<file path="src/pcc_pkg.sv">
// shared constants and types for the permutation compose and cycle block
`default_nettype none

package pcc_pkg;

    localparam int MAX_SIZE_DEF = 16;
    localparam int MAX_RESULTS  = 16;

    localparam int OP_W   = 3;
    localparam int FIELD_W = 5;
    localparam int SIZE_W = 5;
    localparam logic [SIZE_W-1:0] SIZE_RST = 5'd16;

    localparam int S_TDATA_W = 16;
    localparam int M_TDATA_W = 8;

    typedef enum logic [OP_W-1:0] {
        OP_WR_MAIN = 3'd0,
        OP_WR_OPND = 3'd1,
        OP_COMP_L  = 3'd2,
        OP_COMP_R  = 3'd3,
        OP_CYCLES  = 3'd4,
        OP_RD_MAIN = 3'd5
    } op_t;

    localparam logic STS_OK  = 1'b0;
    localparam logic STS_ERR = 1'b1;

endpackage

`default_nettype wire

</file>
<file path="src/permutation_compose_and_cycles.sv">
// permutation store with composition and cycle decomposition, memory based
// writes and unknown opcodes go straight to the emit state; reads pass through a read state first
// left compose: main is first copied to scratch, then for each entry an operand read, a scratch read
// and a write back follow; right compose reads main, then the operand entry it names, and writes that back
// one request at a time; the single read port of the main store sets the pace
// reset: synchronous active low, both permutations read as identity through per-entry written flags
`default_nettype none

module permutation_compose_and_cycles #(
    parameter int MAX_SIZE = pcc_pkg::MAX_SIZE_DEF
) (
    input  wire logic                            aclk,
    input  wire logic                            aresetn,
    // configuration: size_in_use
    input  wire logic                            cfg_wr_en,
    input  wire logic [pcc_pkg::SIZE_W-1:0]      cfg_wr_data,
    // request: opcode [2:0], index [7:3], value [12:8], zero above
    input  wire logic                            s_tvalid,
    output logic                                 s_tready,
    input  wire logic [pcc_pkg::S_TDATA_W-1:0]   s_tdata,
    // result: status [0], data [5:1], zero above
    output logic                                 m_tvalid,
    input  wire logic                            m_tready,
    output logic [pcc_pkg::M_TDATA_W-1:0]        m_tdata,
    output logic                                 m_tlast
);

    localparam int IW    = $clog2(MAX_SIZE);
    localparam int EW    = $clog2(MAX_SIZE + 1);
    localparam int CW    = (EW > pcc_pkg::FIELD_W) ? EW : pcc_pkg::FIELD_W;
    localparam int CNT_W = $clog2(pcc_pkg::MAX_RESULTS + 1);
    localparam int FW    = pcc_pkg::FIELD_W;

    typedef enum logic [3:0] {
        ST_IDLE, ST_RD, ST_EMIT, ST_COPY, ST_LC_B, ST_LC_S, ST_LC_W,
        ST_RC_A, ST_RC_B, ST_RC_W, ST_SCAN, ST_WALK, ST_DONE, ST_END
    } state_t;

    // control registers
    state_t                state_reg, state_next;
    logic [pcc_pkg::SIZE_W-1:0] size_reg;
    logic [EW-1:0]         j_reg, j_next;
    logic [CNT_W-1:0]      cnt_reg, cnt_next;
    logic                  pend_reg, pend_next;
    logic [MAX_SIZE-1:0]   visited_reg, visited_next;
    logic [MAX_SIZE-1:0]   main_vld_reg, main_vld_next;
    logic [MAX_SIZE-1:0]   opnd_vld_reg, opnd_vld_next;
    logic                  out_vld_reg, out_vld_next;
    logic                  cp_pend_reg, cp_pend_next;

    // payload registers
    logic [EW-1:0]         len_reg, len_next;
    logic [EW-1:0]         pend_len_reg, pend_len_next;
    logic                  res_sts_reg, res_sts_next;
    logic [FW-1:0]         res_data_reg, res_data_next;
    logic                  out_sts_reg, out_sts_next;
    logic [FW-1:0]         out_data_reg, out_data_next;
    logic                  out_last_reg, out_last_next;
    logic [IW-1:0]         cp_addr_reg, cp_addr_next;

    // memories and their read side
    logic [EW-1:0]         main_mem [MAX_SIZE];
    logic [EW-1:0]         opnd_mem [MAX_SIZE];
    logic [EW-1:0]         scr_mem  [MAX_SIZE];
    logic [EW-1:0]         main_q_reg, opnd_q_reg, scr_q_reg;
    logic                  main_q_vld_reg, opnd_q_vld_reg;
    logic [IW-1:0]         main_q_addr_reg, opnd_q_addr_reg;
    logic [IW-1:0]         main_ra, opnd_ra, scr_ra;
    logic                  main_we, opnd_we;
    logic [IW-1:0]         main_wa, opnd_wa;
    logic [EW-1:0]         main_wd, opnd_wd;

    // decoded request
    pcc_pkg::op_t          s_op;
    logic [FW-1:0]         s_index, s_value;
    logic [CW-1:0]         idx_ext, val_ext, n_ext, idx_m1;
    logic [IW-1:0]         idx_addr;
    logic                  idx_ok, val_ok;

    logic [CW-1:0]         size_ext;
    logic [EW-1:0]         n_eff;
    logic [EW-1:0]         main_rd, opnd_rd, p_val, p_m1;
    logic [CW-1:0]         rd_ext, plen_ext;
    logic [IW-1:0]         p_idx, j_idx;
    logic                  p_ok, j_last, out_free, s_acc;
    logic [CNT_W-1:0]      cnt_inc;

    // effective size: saturate to the store depth, zero counts as one
    assign size_ext = CW'(size_reg);
    always_comb begin
        if (size_reg == '0) begin
            n_eff = EW'(1);
        end else if (size_ext > CW'(MAX_SIZE)) begin
            n_eff = EW'(MAX_SIZE);
        end else begin
            n_eff = EW'(size_ext);
        end
    end

    assign s_op    = pcc_pkg::op_t'(s_tdata[2:0]);
    assign s_index = s_tdata[7:3];
    assign s_value = s_tdata[12:8];
    assign idx_ext = CW'(s_index);
    assign val_ext = CW'(s_value);
    assign n_ext   = CW'(n_eff);
    assign idx_m1  = idx_ext - CW'(1);
    assign idx_addr = idx_m1[IW-1:0];
    assign idx_ok  = (s_index != '0) && (idx_ext <= n_ext);
    assign val_ok  = (s_value != '0) && (val_ext <= n_ext);

    // unwritten entries read as identity
    assign main_rd = main_q_vld_reg ? main_q_reg : EW'(main_q_addr_reg) + EW'(1);
    assign opnd_rd = opnd_q_vld_reg ? opnd_q_reg : EW'(opnd_q_addr_reg) + EW'(1);

    assign rd_ext   = CW'(main_rd);
    assign plen_ext = CW'(pend_len_reg);

    assign p_val  = (state_reg == ST_LC_S) ? opnd_rd : main_rd;
    assign p_m1   = p_val - EW'(1);
    assign p_idx  = p_m1[IW-1:0];
    assign p_ok   = (p_val != '0) && (p_val <= n_eff);
    assign j_idx  = j_reg[IW-1:0];
    assign j_last = (j_reg == n_eff - EW'(1));
    assign cnt_inc = cnt_reg + CNT_W'(1);

    assign s_tready = (state_reg == ST_IDLE);
    assign s_acc    = s_tvalid && s_tready;
    assign out_free = !out_vld_reg || m_tready;

    assign m_tvalid = out_vld_reg;
    assign m_tdata  = {{(pcc_pkg::M_TDATA_W - FW - 1){1'b0}}, out_data_reg, out_sts_reg};
    assign m_tlast  = out_last_reg;

    always_comb begin
        state_next    = state_reg;
        j_next        = j_reg;
        cnt_next      = cnt_reg;
        pend_next     = pend_reg;
        visited_next  = visited_reg;
        main_vld_next = main_vld_reg;
        opnd_vld_next = opnd_vld_reg;
        out_vld_next  = out_vld_reg;
        cp_pend_next  = 1'b0;
        len_next      = len_reg;
        pend_len_next = pend_len_reg;
        res_sts_next  = res_sts_reg;
        res_data_next = res_data_reg;
        out_sts_next  = out_sts_reg;
        out_data_next = out_data_reg;
        out_last_next = out_last_reg;
        cp_addr_next  = cp_addr_reg;
        main_ra = '0;
        opnd_ra = '0;
        scr_ra  = '0;
        main_we = 1'b0;
        main_wa = '0;
        main_wd = '0;
        opnd_we = 1'b0;
        opnd_wa = '0;
        opnd_wd = '0;

        if (out_vld_reg && m_tready) begin
            out_vld_next = 1'b0;
        end

        case (state_reg)
            ST_IDLE: begin
                if (s_acc) begin
                    res_data_next = '0;
                    res_sts_next  = pcc_pkg::STS_OK;
                    j_next        = '0;
                    case (s_op)
                        pcc_pkg::OP_WR_MAIN, pcc_pkg::OP_WR_OPND: begin
                            if (idx_ok && val_ok) begin
                                if (s_op == pcc_pkg::OP_WR_MAIN) begin
                                    main_we = 1'b1;
                                    main_wa = idx_addr;
                                    main_wd = EW'(val_ext);
                                    main_vld_next[idx_addr] = 1'b1;
                                end else begin
                                    opnd_we = 1'b1;
                                    opnd_wa = idx_addr;
                                    opnd_wd = EW'(val_ext);
                                    opnd_vld_next[idx_addr] = 1'b1;
                                end
                            end else begin
                                res_sts_next = pcc_pkg::STS_ERR;
                            end
                            state_next = ST_EMIT;
                        end
                        pcc_pkg::OP_RD_MAIN: begin
                            if (idx_ok) begin
                                main_ra    = idx_addr;
                                state_next = ST_RD;
                            end else begin
                                res_sts_next = pcc_pkg::STS_ERR;
                                state_next   = ST_EMIT;
                            end
                        end
                        pcc_pkg::OP_COMP_L: state_next = ST_COPY;
                        pcc_pkg::OP_COMP_R: state_next = ST_RC_A;
                        pcc_pkg::OP_CYCLES: begin
                            visited_next = '0;
                            cnt_next     = '0;
                            pend_next    = 1'b0;
                            state_next   = ST_SCAN;
                        end
                        default: begin
                            res_sts_next = pcc_pkg::STS_ERR;
                            state_next   = ST_EMIT;
                        end
                    endcase
                end
            end
            ST_RD: begin
                res_data_next = rd_ext[FW-1:0];
                state_next    = ST_EMIT;
            end
            ST_EMIT: begin
                if (out_free) begin
                    out_vld_next  = 1'b1;
                    out_sts_next  = res_sts_reg;
                    out_data_next = res_data_reg;
                    out_last_next = 1'b1;
                    state_next    = ST_IDLE;
                end
            end
            // snapshot of the main store, each entry written in the cycle after its read
            ST_COPY: begin
                main_ra      = j_idx;
                cp_pend_next = 1'b1;
                cp_addr_next = j_idx;
                if (j_last) begin
                    j_next     = '0;
                    state_next = ST_LC_B;
                end else begin
                    j_next = j_reg + EW'(1);
                end
            end
            ST_LC_B: begin
                opnd_ra    = j_idx;
                state_next = ST_LC_S;
            end
            ST_LC_S: begin
                scr_ra     = p_ok ? p_idx : j_idx;
                state_next = ST_LC_W;
            end
            ST_LC_W: begin
                main_we = 1'b1;
                main_wa = j_idx;
                main_wd = scr_q_reg;
                main_vld_next[j_idx] = 1'b1;
                if (j_last) begin
                    state_next = ST_EMIT;
                end else begin
                    j_next     = j_reg + EW'(1);
                    state_next = ST_LC_B;
                end
            end
            ST_RC_A: begin
                main_ra    = j_idx;
                state_next = ST_RC_B;
            end
            ST_RC_B: begin
                if (p_ok) begin
                    opnd_ra    = p_idx;
                    state_next = ST_RC_W;
                end else if (j_last) begin
                    state_next = ST_EMIT;
                end else begin
                    j_next     = j_reg + EW'(1);
                    state_next = ST_RC_A;
                end
            end
            ST_RC_W: begin
                main_we = 1'b1;
                main_wa = j_idx;
                main_wd = opnd_rd;
                main_vld_next[j_idx] = 1'b1;
                if (j_last) begin
                    state_next = ST_EMIT;
                end else begin
                    j_next     = j_reg + EW'(1);
                    state_next = ST_RC_A;
                end
            end
            ST_SCAN: begin
                if (j_reg == n_eff) begin
                    state_next = ST_END;
                end else if (visited_reg[j_idx]) begin
                    j_next = j_reg + EW'(1);
                end else begin
                    main_ra    = j_idx;
                    len_next   = '0;
                    state_next = ST_WALK;
                end
            end
            // out-of-range successor ends the walk like a visited one
            ST_WALK: begin
                if (p_ok && !visited_reg[p_idx]) begin
                    visited_next[p_idx] = 1'b1;
                    main_ra  = p_idx;
                    len_next = len_reg + EW'(1);
                end else begin
                    state_next = ST_DONE;
                end
            end
            // hold one length back so the final one can carry tlast
            ST_DONE: begin
                if (!pend_reg || out_free) begin
                    if (pend_reg) begin
                        out_vld_next  = 1'b1;
                        out_sts_next  = pcc_pkg::STS_OK;
                        out_data_next = plen_ext[FW-1:0];
                        out_last_next = 1'b0;
                    end
                    pend_next     = 1'b1;
                    pend_len_next = len_reg;
                    cnt_next      = cnt_inc;
                    if (cnt_inc == CNT_W'(pcc_pkg::MAX_RESULTS)) begin
                        state_next = ST_END;
                    end else begin
                        j_next     = j_reg + EW'(1);
                        state_next = ST_SCAN;
                    end
                end
            end
            ST_END: begin
                if (out_free) begin
                    out_vld_next  = 1'b1;
                    out_sts_next  = pcc_pkg::STS_OK;
                    out_data_next = plen_ext[FW-1:0];
                    out_last_next = 1'b1;
                    pend_next     = 1'b0;
                    state_next    = ST_IDLE;
                end
            end
            default: state_next = ST_IDLE;
        endcase
    end

    always_ff @(posedge aclk) begin
        if (!aresetn) begin
            state_reg    <= ST_IDLE;
            size_reg     <= pcc_pkg::SIZE_RST;
            j_reg        <= '0;
            cnt_reg      <= '0;
            pend_reg     <= 1'b0;
            visited_reg  <= '0;
            main_vld_reg <= '0;
            opnd_vld_reg <= '0;
            out_vld_reg  <= 1'b0;
            cp_pend_reg  <= 1'b0;
        end else begin
            state_reg    <= state_next;
            if (cfg_wr_en) begin
                size_reg <= cfg_wr_data;
            end
            j_reg        <= j_next;
            cnt_reg      <= cnt_next;
            pend_reg     <= pend_next;
            visited_reg  <= visited_next;
            main_vld_reg <= main_vld_next;
            opnd_vld_reg <= opnd_vld_next;
            out_vld_reg  <= out_vld_next;
            cp_pend_reg  <= cp_pend_next;
        end
        len_reg      <= len_next;
        pend_len_reg <= pend_len_next;
        res_sts_reg  <= res_sts_next;
        res_data_reg <= res_data_next;
        out_sts_reg  <= out_sts_next;
        out_data_reg <= out_data_next;
        out_last_reg <= out_last_next;
        cp_addr_reg  <= cp_addr_next;
    end

    always_ff @(posedge aclk) begin
        if (main_we) begin
            main_mem[main_wa] <= main_wd;
        end
        main_q_reg      <= main_mem[main_ra];
        main_q_vld_reg  <= main_vld_reg[main_ra];
        main_q_addr_reg <= main_ra;
    end

    always_ff @(posedge aclk) begin
        if (opnd_we) begin
            opnd_mem[opnd_wa] <= opnd_wd;
        end
        opnd_q_reg      <= opnd_mem[opnd_ra];
        opnd_q_vld_reg  <= opnd_vld_reg[opnd_ra];
        opnd_q_addr_reg <= opnd_ra;
    end

    always_ff @(posedge aclk) begin
        if (cp_pend_reg) begin
            scr_mem[cp_addr_reg] <= main_rd;
        end
        scr_q_reg <= scr_mem[scr_ra];
    end

    a_visited_clear: assert property (@(posedge aclk) disable iff (!aresetn)
        (s_acc && s_op == pcc_pkg::OP_CYCLES) |=> (visited_reg == '0))
        else $error("visited map not cleared at start of decomposition");

    a_cnt_bound: assert property (@(posedge aclk) disable iff (!aresetn)
        cnt_reg <= CNT_W'(pcc_pkg::MAX_RESULTS))
        else $error("result count beyond limit");

    a_len_bound: assert property (@(posedge aclk) disable iff (!aresetn)
        (state_reg == ST_WALK) |-> (len_reg <= n_eff))
        else $error("cycle length beyond effective size");

    a_idle_no_pend: assert property (@(posedge aclk) disable iff (!aresetn)
        (state_reg == ST_IDLE) |-> !pend_reg)
        else $error("decomposition result left pending");

    a_write_marks: assert property (@(posedge aclk) disable iff (!aresetn)
        main_we |=> main_vld_reg[$past(main_wa)])
        else $error("main entry written but not flagged");

endmodule

`default_nettype wire

</file>
<file path="config.mk">
export PLATFORM = sky130hd
export DESIGN_NAME = permutation_compose_and_cycles
export DESIGN_NICKNAME = d
export VERILOG_FILES = /design/src/pcc_pkg.sv /design/src/permutation_compose_and_cycles.sv
export SDC_FILE = /design/constraint.sdc
export NUM_CORES = 1
export LEC_CHECK = 0
export ABC_CLOCK_PERIOD_IN_PS = 5100
export BUFFER_PORTS_ARGS = -buffer_cell sky130_fd_sc_hd__buf_2
export CAP_MARGIN = 40
export CORE_ASPECT_RATIO = 0.7
export CORE_UTILIZATION = 50
export CTS_CLUSTER_DIAMETER = 150
export DETAILED_ROUTE_END_ITERATION = 7
export PLACE_DENSITY_LB_ADDON = 0.1
export SYNTH_ARGS = -nofsm -noshare
export SYNTH_HDL_FRONTEND = slang
export SYNTH_SLANG_ARGS = --single-unit
</file>
<file path="constraint.sdc">
create_clock -name aclk -period 5.1 [get_ports aclk]
set_input_delay 1.53 -clock aclk [delete_from_list [all_inputs] [get_ports aclk]]
set_output_delay 1.53 -clock aclk [all_outputs]
set_load 0.05 [all_outputs]
</file>
Yosys cells after proc, flatten, opt, wreduce, memory -nomap -nowiden
Memory sizes are Yosys's and may differ from the RTL's. A register that Yosys moved wholly into a read port is not among the register bits. Cells that the tools add are included. Widths: inputs -> output; s select.

Add/subtract/negate cells: 8. Magnitude comparators: 12. Equal/unequal tests: 40. Muxes and demuxes: 132. Bitwise operators: 5. Reductions and logical operators: 48.

Operators by type and width (number): $mux 5 (32); $mux 16 (7); $mux 4 (26); $or 16x16->16 (4); $pmux 16 s2 (2); $pmux 4 s13 (1); $mux 1 (37); $pmux 4 s4 (2); $pmux 5 s2 (3); $pmux 5 s3 (2); $pmux 5 s6 (1); $lt 4x5->1 const B (5); $eq 4x4->1 const B (6); $ne 2x2->1 const B (12); $reduce_and 5->1 (4); $bmux 1 s4 (4); $eq 4x3->1 const B (4); $pmux 4 s2 (2); $reduce_and 4->1 (4); $add 5x1->5 const B (3); $le 5x5->1 (3); $reduce_bool 5->1 (3); $demux 1 s4 (3); $ge 4x1->1 const B (3); 32 further kinds (72).

Bits in registers: 107. Bits in writable memories: 240. Output and inout bits: 11. Logic and storage cells: 270. Memories kept: 3.

Memories: main_mem (words 16, width 5, rd ports 1, clocked after Yosys merged registers in 1, wr ports 1, RTL line permutation_compose_and_cycles.sv:62) `logic [EW-1:0] main_mem [MAX_SIZE];`; opnd_mem (words 16, width 5, rd ports 1, clocked after Yosys merged registers in 1, wr ports 1, RTL line permutation_compose_and_cycles.sv:63) `logic [EW-1:0] opnd_mem [MAX_SIZE];`; scr_mem (words 16, width 5, rd ports 1, clocked after Yosys merged registers in 1, wr ports 1, RTL line permutation_compose_and_cycles.sv:64) `logic [EW-1:0] scr_mem [MAX_SIZE];`.

Depth between registers and ports, before layout
Depth in word-level cells: 12. Depth in mapped cells: 19.

Worst setup path after synthesis
No wires, ideal clock.

Kind: input -> register. From: in s_tdata[3] (netlist name). To: mem main_mem[15][0] (netlist name) (enable). Arrival time: 4.273 ns. Data required time: 4.760 ns. Slack: 0.488 ns. Stages: 13. Path buffers: 3. Cells stage by stage: clkbuf_1 > inv_1 > ha_1 > nand3_1 > o22ai_1 > a21oi_1 > or2_2 > a211o_1 > nor3_1 > clkbuf_1 > clkbuf_1 > a32oi_1 > nor2_1.

Longest elaborated chain between the ends: 9. Elaborated cells between the ends (all ways): 16.

Ends and longest elaborated chain: start, declared (RTL line permutation_compose_and_cycles.sv:20) `input wire logic [pcc_pkg::S_TDATA_W-1:0] s_tdata,`; $le 5x5->1 / $reduce_bool 5->1 (equally long branches) (RTL line permutation_compose_and_cycles.sv:108) `assign idx_ok = (s_index != '0) && (idx_ext <= n_ext);`; $logic_and 1x1->1 (RTL line permutation_compose_and_cycles.sv:108); $logic_and 1x1->1 (RTL line permutation_compose_and_cycles.sv:174) `if (idx_ok && val_ok) begin`; $mux 1 (RTL line permutation_compose_and_cycles.sv:174); $mux 1 (RTL line permutation_compose_and_cycles.sv:172) `case (s_op)`; $mux 1 (RTL line permutation_compose_and_cycles.sv:168) `if (s_acc) begin`; $pmux 1 s2 (RTL line permutation_compose_and_cycles.sv:166) `case (state_reg)`; $mux 1 (RTL line permutation_compose_and_cycles.sv:379) `if (main_we) begin`; $mux 1 (not written as such) (RTL line permutation_compose_and_cycles.sv:380) `main_mem[main_wa] <= main_wd;`; end, declared (RTL line permutation_compose_and_cycles.sv:62).

Parallel ways exist; a longest one is shown, timed or not.

Final worst setup path
From: reg state_reg[0]. To: reg main_q_reg[4], read port of main_mem.

Longest elaborated chain between the ends: 9. Elaborated cells between the ends (all ways): 20.

Ends and longest elaborated chain: start, declared (RTL line permutation_compose_and_cycles.sv:40) `state_t state_reg, state_next;`; start signal, assigned (RTL line permutation_compose_and_cycles.sv:355) `state_reg <= state_next;`; $eq 4x3->1 (RTL line permutation_compose_and_cycles.sv:118) `assign p_val = (state_reg == ST_LC_S) ? opnd_rd : main_rd;`; $mux 5 (RTL line permutation_compose_and_cycles.sv:118); $sub 4x1->4 (RTL line permutation_compose_and_cycles.sv:119) `assign p_m1 = p_val - EW'(1);`; $bmux 1 s4 (RTL line permutation_compose_and_cycles.sv:300) `if (p_ok && !visited_reg[p_idx]) begin`; $mux 1 (not written as such) (RTL line permutation_compose_and_cycles.sv:300); $logic_not 1->1 (RTL line permutation_compose_and_cycles.sv:300); $logic_and 1x1->1 (RTL line permutation_compose_and_cycles.sv:300); $mux 4 (RTL line permutation_compose_and_cycles.sv:300); $pmux 4 s4 (*) (RTL line permutation_compose_and_cycles.sv:166); end, declared (RTL line permutation_compose_and_cycles.sv:65) `logic [EW-1:0] main_q_reg, opnd_q_reg, scr_q_reg;`.

Every way passes the cells marked *; elsewhere a longest branch is shown, timed or not. The select of a mux whose other input is x is not followed. A chain may end at the register's enable or synchronous reset.

==> impl_table.tex <==
\begin{tabular}{lr}
\hline
Metric & Value \\
\hline
\multicolumn{2}{l}{\textbf{Status}} \\
Status & complete, but fails checks \\
Violated checks & design-rule violations \\
\multicolumn{2}{l}{\textbf{Clocking}} \\
Clock transition at the registers of the reported paths & 0.06 ns \\
Setup Buffers After CTS & 0 \\
Clock tree root driver cell & clkbuf\_16 \\
Number of gates resized after cts & 0 \\
Cts-stage hold buffer count & 0 \\
Clk\_lat worst skew & 0.54 ns \\
Clock tree from TritonCTS & built \\
Clock Tree Buf Depth & 3 \\
Clock sink count & 362 \\
Number of buffers inserted during clock tree synthesis & 37 \\
CTS H-tree depth & 2 \\
\multicolumn{2}{l}{\textbf{Hold path}} \\
Worst min-delay path category & reg2reg \\
Source of the worst hold timing path & opnd\_vld\_reg[5]\$\_SDFFE\_PN0P\_ \\
Cell depth of the worst min-delay path & 2 \\
Hold Crit Endpoint & opnd\_vld\_reg[5]\$\_SDFFE\_PN0P\_ \\
\multicolumn{2}{l}{\textbf{Critical path}} \\
Critical path's slowest cell & or4\_1 \\
Category of the critical setup timing path & reg2reg \\
Most common cell type on the critical path & buf\_4 \\
Worst Path Arrival & 5.28 ns \\
Type of element capturing the critical path & flip-flop \\
Worst R2R Path Depth & 17 \\
Largest fanout of any net on the critical path & 25 \\
Ordered cell list for the critical path & and4bb\_2, nor3\_4, nor2\_1, inv\_1, ha\_1, buf\_4, nand2b\_1, a211o\_1, a211oi\_1, a221oi\_2, a211oi\_2, o31ai\_4, buf\_12, buf\_4, mux2i\_1, o22ai\_1, or4\_1 \\
Reg-to-reg critical path startpoint & state\_reg[0]\$\_SDFFE\_PN0P\_ \\
Critical path data required time & 5.49 ns \\
Longest individual stage delay on the worst path & 0.59 ns \\
Critical path launch point type & flip-flop \\
End of the worst register-to-register path & main\_q\_reg[4]\$\_DFF\_P\_ \\
Reg-to-reg slack, setup & 0.21 ns \\
\multicolumn{2}{l}{\textbf{Timing}} \\
Setup\_tns & 0 ns \\
Hold Vio Cnt, Final & 0 \\
Setup clock skew after layout & 0.02093 ns \\
Worst-case setup margin in the final layout & 0.2123 ns \\
Final setup viols & 0 \\
Upper clock frequency limit & 204.6 MHz \\
Final-layout worst hold slack & 0.4590 ns \\
Share of the clock period used by the worst path after layout & 95.84\% \\
Max-slew headroom & 39.34\% \\
Measured slew at the worst slew-check pin & 0.9071 ns \\
Clock period minus final worst setup slack & 4.888 ns \\
Slew Viols, Final & 0 \\
Unrepaired setup endpoints after global routing & false \\
\multicolumn{2}{l}{\textbf{Die}} \\
Die Area & 33,930 um2 \\
Number of top-level pins & 37 \\
Total core area & 32,480 um2 \\
Initial Utilization & 51.09\% \\
Die outline height & 154.4 um \\
Std cell rows & 55 \\
Width of the die & 219.7 um \\
\multicolumn{2}{l}{\textbf{Yosys}} \\
Number of flops mapped to enable cells by yosys & 267 \\
Mapped Cells & 1,411 \\
Number of register bits inferred by synthesis & 362 \\
Yosys warning total & 0 \\
Number of distinct library cells after synthesis & 77 \\
Most repeated cell in the gate-level netlist after synthesis & edfxtp\_1 \\
Most frequent cells after synthesis & 267 x edfxtp\_1, 151 x nor2\_1, 105 x nand2\_1, 101 x mux2i\_1, 95 x dfxtp\_1 \\
Fraction of the yosys area taken by sequential cells & 59.78\% \\
Synthesized area per cell & 11.76 um2 \\
Most instantiated flip-flop cell in the synthesis netlist & edfxtp\_1 \\
Library cell occupying the most area in the post-synthesis netlist & edfxtp\_1 \\
Area share of the largest cell type after synthesis & 48.32\% \\
Largest cells by area after synthesis & edfxtp\_1 48\%, dfxtp\_1 11\%, mux2i\_1 6.1\% \\
Synthesized area & 16,590 um2 \\
Share of synthesized registers carrying an async set or reset & 0\% \\
\multicolumn{2}{l}{\textbf{Place}} \\
Sum of net half-perimeters after detailed placement & 30.22 mm \\
GP Congestion & 0.9308 \\
Setup slack at placement & 0.1618 ns \\
Count of placed standard cells including taps & 1,861 \\
Number of buffer cells added on primary ports & 31 \\
\multicolumn{2}{l}{\textbf{Detailed routing}} \\
Detail Route Antenna Nets & 0 \\
Wirelength, routed & 42.72 mm \\
Total DRC errors in the routed layout & 6 \\
Avg WL per Cell & 22.15 um \\
Number of optimization iterations in the first detailed-route pass & 7 \\
Avg Vias per Cell & 5.995 \\
Total via count after detailed routing & 11,570 \\
Number of violations reported at the end of detailed-routing iteration 0 & 1,198 \\
\multicolumn{2}{l}{\textbf{Global routing}} \\
Total GRT Usage & 25.55\% \\
Total gr overflow & 0 \\
Vias in the first global route & 10,710 \\
Largest net degree at the start of global routing & 53 \\
Number of antenna violations at the first check in global routing & 0 \\
First-pass GRT wire length & 65.09 mm \\
\multicolumn{2}{l}{\textbf{Job}} \\
Max-cap violation count & 0 \\
\multicolumn{2}{l}{\textbf{Cells and area}} \\
Layout overhead on the synthesized area & 13.78\% \\
Count of placed standard cells in the final layout, fillers left out & 1,929 \\
Share of layout cells above drive strength 1 & 13.65\% \\
Filler cells & 2,708 \\
Largest registers in the final layout & main\_mem x80, opnd\_mem x80, scr\_mem x80 \\
Ant. Diodes & 0 \\
\# nets final & 1,534 \\
Register cell area after layout & 9921 um2 \\
Post-layout util & 58.12\% \\
Multi-input gate area in the final layout & 6240 um2 \\
\multicolumn{2}{l}{\textbf{Pwr}} \\
Largest voltage drop on the vdd net & 0.2672 mV \\
Leakage power total & 6.660 nW \\
Power density over the cells & 384.3 nW/um2 \\
\hline
\end{tabular}
critical path, delay by kind of cell (launching register included):
family,cells,cell delay (ns)
buffers and inverters,4,0.77
flip-flops,1,0.48
AO/OA/AOI/OAI,6,1.36
adder cells (fa/ha/maj),1,0.46
multiplexers,1,0.14
AND/OR/NAND/NOR,5,1.49
per-stage QoR:
stage               cell area (um2)  power, mW
finish                        18880      7.255
floorplan                     16600      4.090
CTS                           18860      7.274
global route                  18880      7.494
detailed placement            17590      4.444
global placement              17590      4.431
logic make-up (layout without fill, tap and decap cells):
group,after synthesis,count (layout),synth area share [%]
muxes,114,114,7.450
adders and majority gates,34,34,2.564
buffers and inverters,116,206,3.024
xor gates and xnor gates,20,20,1.056
DFF,362,362,59.78
AOI/OAI and AO/OA,297,297,12.39
other,1,2,0.02260
and+or+nand+nor,467,467,13.72
final cells by class:
cell class              instances  area share, %
flip-flops and latches        362          52.55
multi-input cells             934          33.05
clock buffers                  50          5.381
repair buffers                104          4.162
well taps                     427          2.830
clock inverters                17          1.332
inverters                      35         0.6959
power breakdown:
group	switching [mW]	total [mW]	internal, mW	leakage, nW
clock	1.14	2.85	1.71	0.619
sequential	0.0602	3.34	3.28	3.40
combinational	0.742	1.07	0.329	2.64
cells in the final DEF, fill, tap and decap left out, types with 14 or more instances in the layout:
master       n
nor2b_1     24
edfxtp_1   267
nor3_1      29
a211oi_1    43
buf_4       64
a311oi_1    26
o21ai_0     23
a21oi_1     75
and2_1      41
clkbuf_16   38
or4_1       14
inv_1       29
dfxtp_1     94
nor2_1     151
buf_2       32
nand3_1     34
o22ai_1     27
nand2b_1    15
mux2i_1    101
nand2_1    105
ha_1        34
per-layer routing:
metal	vias to the layer above	routed length (um)	global-route usage [%]
li1	5429	-	-
met1	5639	21100	41.56
met2	443	17690	35.12
met3	54	3112	3.835
met4	0	811	6.404
met5	-	0	0
worst max-delay path by stage:
stage / cells after the start / end / from
floorplan: 13 / main_mem[15][0]$_DFFE_PP_ / s_tdata[3]
finish: 17 / main_q_reg[4]$_DFF_P_ / state_reg[0]$_SDFFE_PN0P_
global placement: 15 / main_q_reg[4]$_DFF_P_ / state_reg[0]$_SDFFE_PN0P_
detailed placement: 15 / main_q_reg[4]$_DFF_P_ / state_reg[0]$_SDFFE_PN0P_
global route: 17 / main_q_reg[4]$_DFF_P_ / state_reg[0]$_SDFFE_PN0P_
CTS: 15 / main_q_reg[4]$_DFF_P_ / state_reg[0]$_SDFFE_PN0P_
No activity file was read; power rests on OpenSTA's default activity.
